File: src/rtl/rdc_pkg.sv
// Shared constants, word types, state codes and the digit-to-character map.
package rdc_pkg;

   localparam int VALUE_WIDTH = 32;
   localparam int MAX_BASE    = 36;
   localparam int BASE_WIDTH  = 6;
   localparam int CHAR_WIDTH  = 7;
   localparam int DIGIT_WIDTH = 6;
   localparam int STACK_DEPTH = VALUE_WIDTH;
   localparam int COUNT_WIDTH = $clog2(STACK_DEPTH + 1);
   localparam int STEP_WIDTH  = $clog2(VALUE_WIDTH);

   localparam logic [BASE_WIDTH-1:0]  MIN_BASE_CODE  = BASE_WIDTH'(2);
   localparam logic [BASE_WIDTH-1:0]  MAX_BASE_CODE  = BASE_WIDTH'(MAX_BASE);
   localparam logic [DIGIT_WIDTH-1:0] DECIMAL_DIGITS = DIGIT_WIDTH'(10);
   localparam logic [CHAR_WIDTH-1:0]  CHAR_ZERO      = CHAR_WIDTH'(48);
   localparam logic [CHAR_WIDTH-1:0]  CHAR_LETTER    = CHAR_WIDTH'(55);

   typedef logic [DIGIT_WIDTH-1:0] digit_type;
   typedef logic [COUNT_WIDTH-1:0] count_type;

   typedef struct packed {
      logic [VALUE_WIDTH-1:0] value;
      logic [BASE_WIDTH-1:0]  base;
   } req_type;

   typedef struct packed {
      logic [CHAR_WIDTH-1:0] digit_char;
      logic                  last;
      logic                  empty_res;
   } rsp_type;

   typedef struct packed {
      logic done;
      logic zero;
   } div_status_type;

   typedef enum logic [1:0] {
      ST_IDLE,
      ST_DIVIDE,
      ST_EMIT
   } state_type;

   function automatic logic [CHAR_WIDTH-1:0] digit_to_char(input digit_type d);
      logic [CHAR_WIDTH-1:0] wide;
      wide = {1'b0, d};
      if (d < DECIMAL_DIGITS) begin
         return CHAR_ZERO + wide;
      end
      return CHAR_LETTER + wide;
   endfunction

endpackage

File: src/rtl/radix_digit_converter.sv
// Top level: converts a binary word into ASCII digits of a chosen base.
//
//  channel  | ports                         | handshake
//  ---------+-------------------------------+----------------------------------
//  request  | start, busy, req_data         | taken when start high, busy low
//  response | rsp_valid, rsp_data           | one-cycle strobe, never held off
//
// Invalid base: one empty word on the cycle after acceptance; busy stays low.
// Otherwise the bit-serial divider produces the digits one by one onto the stack,
// then the digits leave one per cycle, with busy high until the last is issued.
// A single divider is shared by all digits.
// Reset is synchronous and clears the sequencer, divider control and stack count.
// The receiver cannot stall; every word is shown for exactly one cycle.
module radix_digit_converter (
   input  logic             clock,
   input  logic             reset,
   input  logic             start,
   output logic             busy,
   input  rdc_pkg::req_type req_data,
   output logic             rsp_valid,
   output rdc_pkg::rsp_type rsp_data
);
   import rdc_pkg::*;

   state_type state_ff, state_in;
   logic [BASE_WIDTH-1:0] base_ff, base_in;
   logic                  rsp_valid_ff, rsp_valid_in;
   rsp_type               rsp_ff, rsp_in;

   logic                   accept;
   logic                   base_ok;
   logic                   div_load;
   logic [VALUE_WIDTH-1:0] div_dividend;
   logic [BASE_WIDTH-1:0]  div_base;
   logic [VALUE_WIDTH-1:0] div_quotient;
   digit_type              div_remainder;
   div_status_type         div_status;
   logic                   push;
   logic                   pop;
   digit_type              top_digit;
   count_type              stack_count;

   assign busy    = (state_ff != ST_IDLE);
   assign accept  = start && !busy;
   assign base_ok = (req_data.base >= MIN_BASE_CODE) && (req_data.base <= MAX_BASE_CODE);

   rdc_divider u_divider (
      .clock     (clock),
      .reset     (reset),
      .load      (div_load),
      .dividend  (div_dividend),
      .divisor   (div_base),
      .quotient  (div_quotient),
      .remainder (div_remainder),
      .status    (div_status)
   );

   rdc_digit_stack u_stack (
      .clock      (clock),
      .reset      (reset),
      .push       (push),
      .pop        (pop),
      .push_digit (div_remainder),
      .top_digit  (top_digit),
      .count      (stack_count)
   );

   // next state
   always_comb begin
      state_in = state_ff;
      case (state_ff)
         ST_IDLE: begin
            if (accept && base_ok) begin
               state_in = ST_DIVIDE;
            end
         end
         ST_DIVIDE: begin
            if (div_status.done && div_status.zero) begin
               state_in = ST_EMIT;
            end
         end
         ST_EMIT: begin
            if (stack_count == COUNT_WIDTH'(1)) begin
               state_in = ST_IDLE;
            end
         end
         default: begin
            state_in = ST_IDLE;
         end
      endcase
   end

   // outputs
   always_comb begin
      div_load     = 1'b0;
      div_dividend = div_quotient;
      div_base     = base_ff;
      base_in      = base_ff;
      push         = 1'b0;
      pop          = 1'b0;
      rsp_valid_in = 1'b0;
      rsp_in       = '0;
      case (state_ff)
         ST_IDLE: begin
            div_dividend = req_data.value;
            div_base     = req_data.base;
            if (accept) begin
               base_in = req_data.base;
               if (base_ok) begin
                  div_load = 1'b1;
               end else begin
                  rsp_valid_in     = 1'b1;
                  rsp_in.last      = 1'b1;
                  rsp_in.empty_res = 1'b1;
               end
            end
         end
         ST_DIVIDE: begin
            if (div_status.done) begin
               push     = 1'b1;
               div_load = !div_status.zero;
            end
         end
         ST_EMIT: begin
            pop               = 1'b1;
            rsp_valid_in      = 1'b1;
            rsp_in.digit_char = digit_to_char(top_digit);
            rsp_in.last       = (stack_count == COUNT_WIDTH'(1));
         end
         default: begin
            div_load = 1'b0;
         end
      endcase
   end

   always_ff @(posedge clock) begin
      if (reset) begin
         state_ff     <= ST_IDLE;
         rsp_valid_ff <= 1'b0;
      end else begin
         state_ff     <= state_in;
         rsp_valid_ff <= rsp_valid_in;
      end
      base_ff <= base_in;
      rsp_ff  <= rsp_in;
   end

   assign rsp_valid = rsp_valid_ff;
   assign rsp_data  = rsp_ff;

   a_digits_contiguous: assert property (@(posedge clock) disable iff (reset)
      (rsp_valid && !rsp_data.last) |=> rsp_valid)
      else $error("digit word sequence broken before last");

   a_empty_is_last: assert property (@(posedge clock) disable iff (reset)
      (rsp_valid && rsp_data.empty_res) |-> (rsp_data.last && rsp_data.digit_char == '0))
      else $error("empty word not marked last or carries a character");

   a_quiet_while_dividing: assert property (@(posedge clock) disable iff (reset)
      (state_ff == ST_DIVIDE) |-> !rsp_valid)
      else $error("word emitted during division");

   a_stack_not_empty_on_emit: assert property (@(posedge clock) disable iff (reset)
      (state_ff == ST_EMIT) |-> (stack_count != '0))
      else $error("stack drained while emitting");

endmodule

File: src/rtl/rdc_divider.sv
// Bit-serial restoring divider: one quotient bit per cycle.
module rdc_divider (
   input  logic                           clock,
   input  logic                           reset,
   input  logic                           load,
   input  logic [rdc_pkg::VALUE_WIDTH-1:0] dividend,
   input  logic [rdc_pkg::BASE_WIDTH-1:0]  divisor,
   output logic [rdc_pkg::VALUE_WIDTH-1:0] quotient,
   output rdc_pkg::digit_type              remainder,
   output rdc_pkg::div_status_type         status
);
   import rdc_pkg::*;

   logic [VALUE_WIDTH-1:0] quot_ff, quot_in;
   digit_type              rem_ff, rem_in;
   logic [BASE_WIDTH-1:0]  base_ff, base_in;
   logic [STEP_WIDTH-1:0]  cnt_ff, cnt_in;
   logic                   run_ff, run_in;
   logic                   done_ff, done_in;
   logic [DIGIT_WIDTH:0]   rem_shift;
   logic [DIGIT_WIDTH:0]   rem_diff;
   logic                   fits;

   assign rem_shift = {rem_ff, quot_ff[VALUE_WIDTH-1]};
   assign rem_diff  = rem_shift - {1'b0, base_ff};
   assign fits      = rem_shift >= {1'b0, base_ff};

   always_comb begin
      quot_in = quot_ff;
      rem_in  = rem_ff;
      base_in = base_ff;
      cnt_in  = cnt_ff;
      run_in  = run_ff;
      done_in = 1'b0;
      if (load) begin
         quot_in = dividend;
         rem_in  = '0;
         base_in = divisor;
         cnt_in  = '0;
         run_in  = 1'b1;
      end else if (run_ff) begin
         quot_in = {quot_ff[VALUE_WIDTH-2:0], fits};
         rem_in  = fits ? rem_diff[DIGIT_WIDTH-1:0] : rem_shift[DIGIT_WIDTH-1:0];
         cnt_in  = cnt_ff + STEP_WIDTH'(1);
         if (cnt_ff == STEP_WIDTH'(VALUE_WIDTH - 1)) begin
            run_in  = 1'b0;
            done_in = 1'b1;
         end
      end
   end

   always_ff @(posedge clock) begin
      if (reset) begin
         run_ff  <= 1'b0;
         done_ff <= 1'b0;
         cnt_ff  <= '0;
      end else begin
         run_ff  <= run_in;
         done_ff <= done_in;
         cnt_ff  <= cnt_in;
      end
      quot_ff <= quot_in;
      rem_ff  <= rem_in;
      base_ff <= base_in;
   end

   assign quotient    = quot_ff;
   assign remainder   = rem_ff;
   assign status.done = done_ff;
   assign status.zero = ~|quot_ff;

endmodule

File: src/rtl/rdc_digit_stack.sv
// Shift-register stack that reverses the digit order.
module rdc_digit_stack (
   input  logic                clock,
   input  logic                reset,
   input  logic                push,
   input  logic                pop,
   input  rdc_pkg::digit_type  push_digit,
   output rdc_pkg::digit_type  top_digit,
   output rdc_pkg::count_type  count
);
   import rdc_pkg::*;

   digit_type stack_ff [STACK_DEPTH];
   digit_type stack_in [STACK_DEPTH];
   count_type count_ff, count_in;

   always_comb begin
      stack_in = stack_ff;
      count_in = count_ff;
      if (push) begin
         stack_in[0] = push_digit;
         for (int i = 1; i < STACK_DEPTH; i++) begin
            stack_in[i] = stack_ff[i-1];
         end
         count_in = count_ff + COUNT_WIDTH'(1);
      end else if (pop) begin
         for (int i = 0; i < STACK_DEPTH - 1; i++) begin
            stack_in[i] = stack_ff[i+1];
         end
         stack_in[STACK_DEPTH-1] = '0;
         count_in = count_ff - COUNT_WIDTH'(1);
      end
   end

   always_ff @(posedge clock) begin
      if (reset) begin
         count_ff <= '0;
      end else begin
         count_ff <= count_in;
      end
      stack_ff <= stack_in;
   end

   assign top_digit = stack_ff[0];
   assign count     = count_ff;

endmodule
File: config.mk
export PLATFORM = sky130hd
export DESIGN_NAME = radix_digit_converter
export DESIGN_NICKNAME = d
export VERILOG_FILES = /design/src/rtl/rdc_pkg.sv /design/src/rtl/radix_digit_converter.sv /design/src/rtl/rdc_divider.sv /design/src/rtl/rdc_digit_stack.sv
export SDC_FILE = /design/constraint.sdc
export NUM_CORES = 1
export LEC_CHECK = 0
export ABC_AREA = 0
export BUFFER_PORTS_ARGS = -buffer_cell sky130_fd_sc_hd__buf_4
export CAP_MARGIN = 20
export CORE_MARGIN = 2
export CORE_UTILIZATION = 65
export CTS_BUF_LIST = sky130_fd_sc_hd__clkbuf_8
export CTS_CLUSTER_SIZE = 28
export DETAILED_ROUTE_END_ITERATION = 6
export MAX_ROUTING_LAYER = met4
export PLACE_DENSITY = 0.84
export SYNTH_ARGS = -nofsm -noshare
export SYNTH_HDL_FRONTEND = slang
export SYNTH_HIERARCHICAL = 1
export SYNTH_SLANG_ARGS = --single-unit
File: constraint.sdc
create_clock -name clock -period 10.8 [get_ports clock]
set_input_delay 2.16 -clock clock [delete_from_list [all_inputs] [get_ports clock]]
set_output_delay 2.16 -clock clock [all_outputs]
set_load 0.02 [all_outputs]
==> flow_metrics.tcl <==
set metrics [dict create \
    drv_slew 0 \
    grt_max_degree 102 \
    fin_tns_setup_ps 0 \
    finalWeightedCongestion 0.790 \
    required_ps 10970 \
    synthTopCellsByCount "mux2_2 (256), edfxtp_1 (236), nor2_1 (33)" \
    hold_path_class "reg2reg" \
    yosysWarnings 6 \
    dp_hpwl_mm 11.9 \
    synth_cell_types 57 \
    area_growth_pct 11.0 \
    dr.pass1.iters 4 \
    fmax_mhz 241 \
    dieArea_um2 19900 \
    final_nets 894 \
    fin_area_um2 13500 \
    grt.overflow.total 0 \
    p_leak_nw 4.71 \
    synth_nets 832 \
    fin_crit_sh 0.385 \
    worstMarginPinSlew_ps 850 \
    p_per_area_nw_per_um2 157 \
    avgViaCountPerCell 5.86 \
    crit_type "in2reg" \
    clock_latency_ps 540 \
    clk_pin_slew_worst_paths_ps 60 \
    async_flop_share 0 \
    pre_cts_ws_ps 6100 \
    cts_buffer_depth 3 \
    finish.utilization 0.729 \
    path_cells "buf_4 > o21ai_0 > nand2_1 > a22oi_1 > a21o_1 > buf_4 > or2_2" \
    syn_area_per_cell_um2 15.8 \
    grt_first_pass_wirelength_mm 31.7 \
    regArea_um2 7710 \
    synthCells 773 \
    coreArea_um2 18600 \
    cp_common_cell "buf_4" \
    setup_viol 0 \
    synth_most_common_cell "mux2_2" \
    drive_gt1_frac 0.441 \
    multiInputGateArea_um2 4180 \
    cts_num_sinks 267 \
    finClkSkew_ps 19.4 \
    synth_area_um2 12200 \
    rsz0062_at_grt "no" \
    drt-total-wl_mm 19.4 \
    initial_utilization 0.656 \
    postRouteAntennaNets 0 \
    hold_violations 0 \
    crit_fanout 49 \
    postCtsResizedCells 0 \
    cpMaxStageDelayCell "or2_2" \
    start_kind "input port" \
    vias 6451 \
    synth_ff_type "edfxtp_1" \
    synth_area_leader_cell "edfxtp_1" \
    end_kind "flip-flop" \
    fin_ws_ps 6640 \
    relSlewSlack 0.433 \
    vdd_ir_drop_max_mv 0.132 \
    io_buffers 51 \
    final.fill_count 1142 \
    numCtsBuffers 45 \
    drt_iter0_markers 386 \
    cts_tree "done" \
    grt_usage 0.201 \
    synth-seq-cells 267 \
    cts_setup_buffers 0 \
    drc 0 \
    grt_pass1_vias 6647 \
    cts-root-buf "clkbuf_8" \
    antenna_cells 0 \
    cts_hold_repair.buffers 0 \
    synth_edf_count 236 \
    maxCapViolCount 0 \
    crit_buf_inv 2 \
    status "finished clean" \
    timing.final.crit_period_ps 4160 \
    routedWlPerCell_um 17.6 \
    die_w_um 141 \
    synth-seq-area-share 0.632 \
    synth_top_area_frac 0.581 \
    cpLargestDelayFamily "simple AND/OR/NAND/NOR gates" \
    fp-row-count 50 \
    synth_area_leaders "edfxtp_1 (58%), mux2_2 (24%), dfxtp_1 (5.1%), ha_1 (1.6%), buf_2 (1.1%)" \
    post_dp_cell_area_um2 12700 \
    io_pins 52 \
    r2r_setup_slack_ps 7390 \
    cpPeakStageDelay_ps 720 \
    cp.arrival_ps 4320 \
    antenna_found_initial 0 \
    htree_levels 2 \
    die_y_um 141 \
]
-- cells in the final DEF (no fill, tap or decap), types with 4 or more instances in the layout --
master,count
mux2_2,256
edfxtp_1,236
buf_4,56
clkbuf_8,47
inv_1,40
nor2_1,31
dfxtp_1,31
ha_1,16
nand2_1,15
nor4_1,11
a21oi_1,11
clkinv_1,9
xnor2_1,8
a211oi_1,8
o21ai_0,7
mux2i_1,6
and2_1,6
xor2_1,5
nor3_1,4
-- report_power, final --
group	switching, mW	leakage [nW]	internal [mW]	total [mW]
Sequential	0.0267	2.40	1.15	1.18
Combinational	0.0830	1.85	0.0889	0.172
Clock	0.384	0.460	0.399	0.783
-- stage by stage --
step	total power [mW]	cells	hold slack (ps)
2_1_floorplan	1.32	773	467
3_3_place_gp	1.36	1019	479
3_5_place_dp	1.37	1019	498
4_1_cts	2.16	1097	514
5_1_grt	2.22	1100	530
6_report	2.13	1100	507
-- cell families (layout without fill, tap and decap cells) --
family                     after synthesis  count (layout)  synth area share
and+or+nand+nor                         95              95            0.0409
xor gates and xnor gates                13              13           0.00933
DFF                                    267             267             0.632
adders and majority gates               18              18            0.0197
buffers and inverters                   67             160            0.0268
AOI/OAI and AO/OA                       50              50            0.0289
muxes                                  263             263             0.242
-- worst reg2reg max path, delay by kind of cell, from the launching register on --
kind | cells | cell delay (ps)
and+or+nand+nor | 3 | 450
DFF | 1 | 450
buffers and inverters | 5 | 2150
-- worst paths after layout --
kind | start | endpoint | cells after the start
setup reg to reg | state_ff[0] | u_stack/stack_ff[31] | 8
setup / recovery | req_data[0] | u_divider/quotient[27] | 7
hold / removal | u_stack/count[1] | u_stack/count[1] | 2
hold reg to reg | u_stack/count[1] | u_stack/count[1] | 2
-- cell type report --
cell class,instances,area share
inverters,23,0.00674
multi-input cells,439,0.309
repair buffers,59,0.0371
clock buffers,47,0.0478
clock inverters,31,0.00915
flip-flops and latches,267,0.569
well taps,234,0.0216
-- metal layers --
| layer | vias up | share of wire | track usage |
|---|---|---|---|
| met3 | 44 | 0.040 | 0.0428 |
| li1 | 3084 | - | - |
| met5 | - | 0 | - |
| met1 | 3192 | 0.45 | 0.255 |
| met4 | 0 | 0.022 | 0.0663 |
| met2 | 131 | 0.48 | 0.327 |
-- sequential cells by signal, summed over array words and instances (netlist names) --
| name | count |
|---|---|
| rsp_data | 9 |
| u_divider/cnt_ff | 5 |
| rsp_valid | 1 |
| u_divider/base_ff | 6 |
| base_ff | 6 |
| u_divider/remainder | 6 |
| u_stack/count | 6 |
| u_divider/run_ff | 1 |
| state_ff | 2 |
| u_stack/top_digit | 6 |
| u_stack/stack_ff | 186 |
| u_divider/done_ff | 1 |
| u_divider/quotient | 32 |
Note: power is estimated with default switching activity, not from simulation.
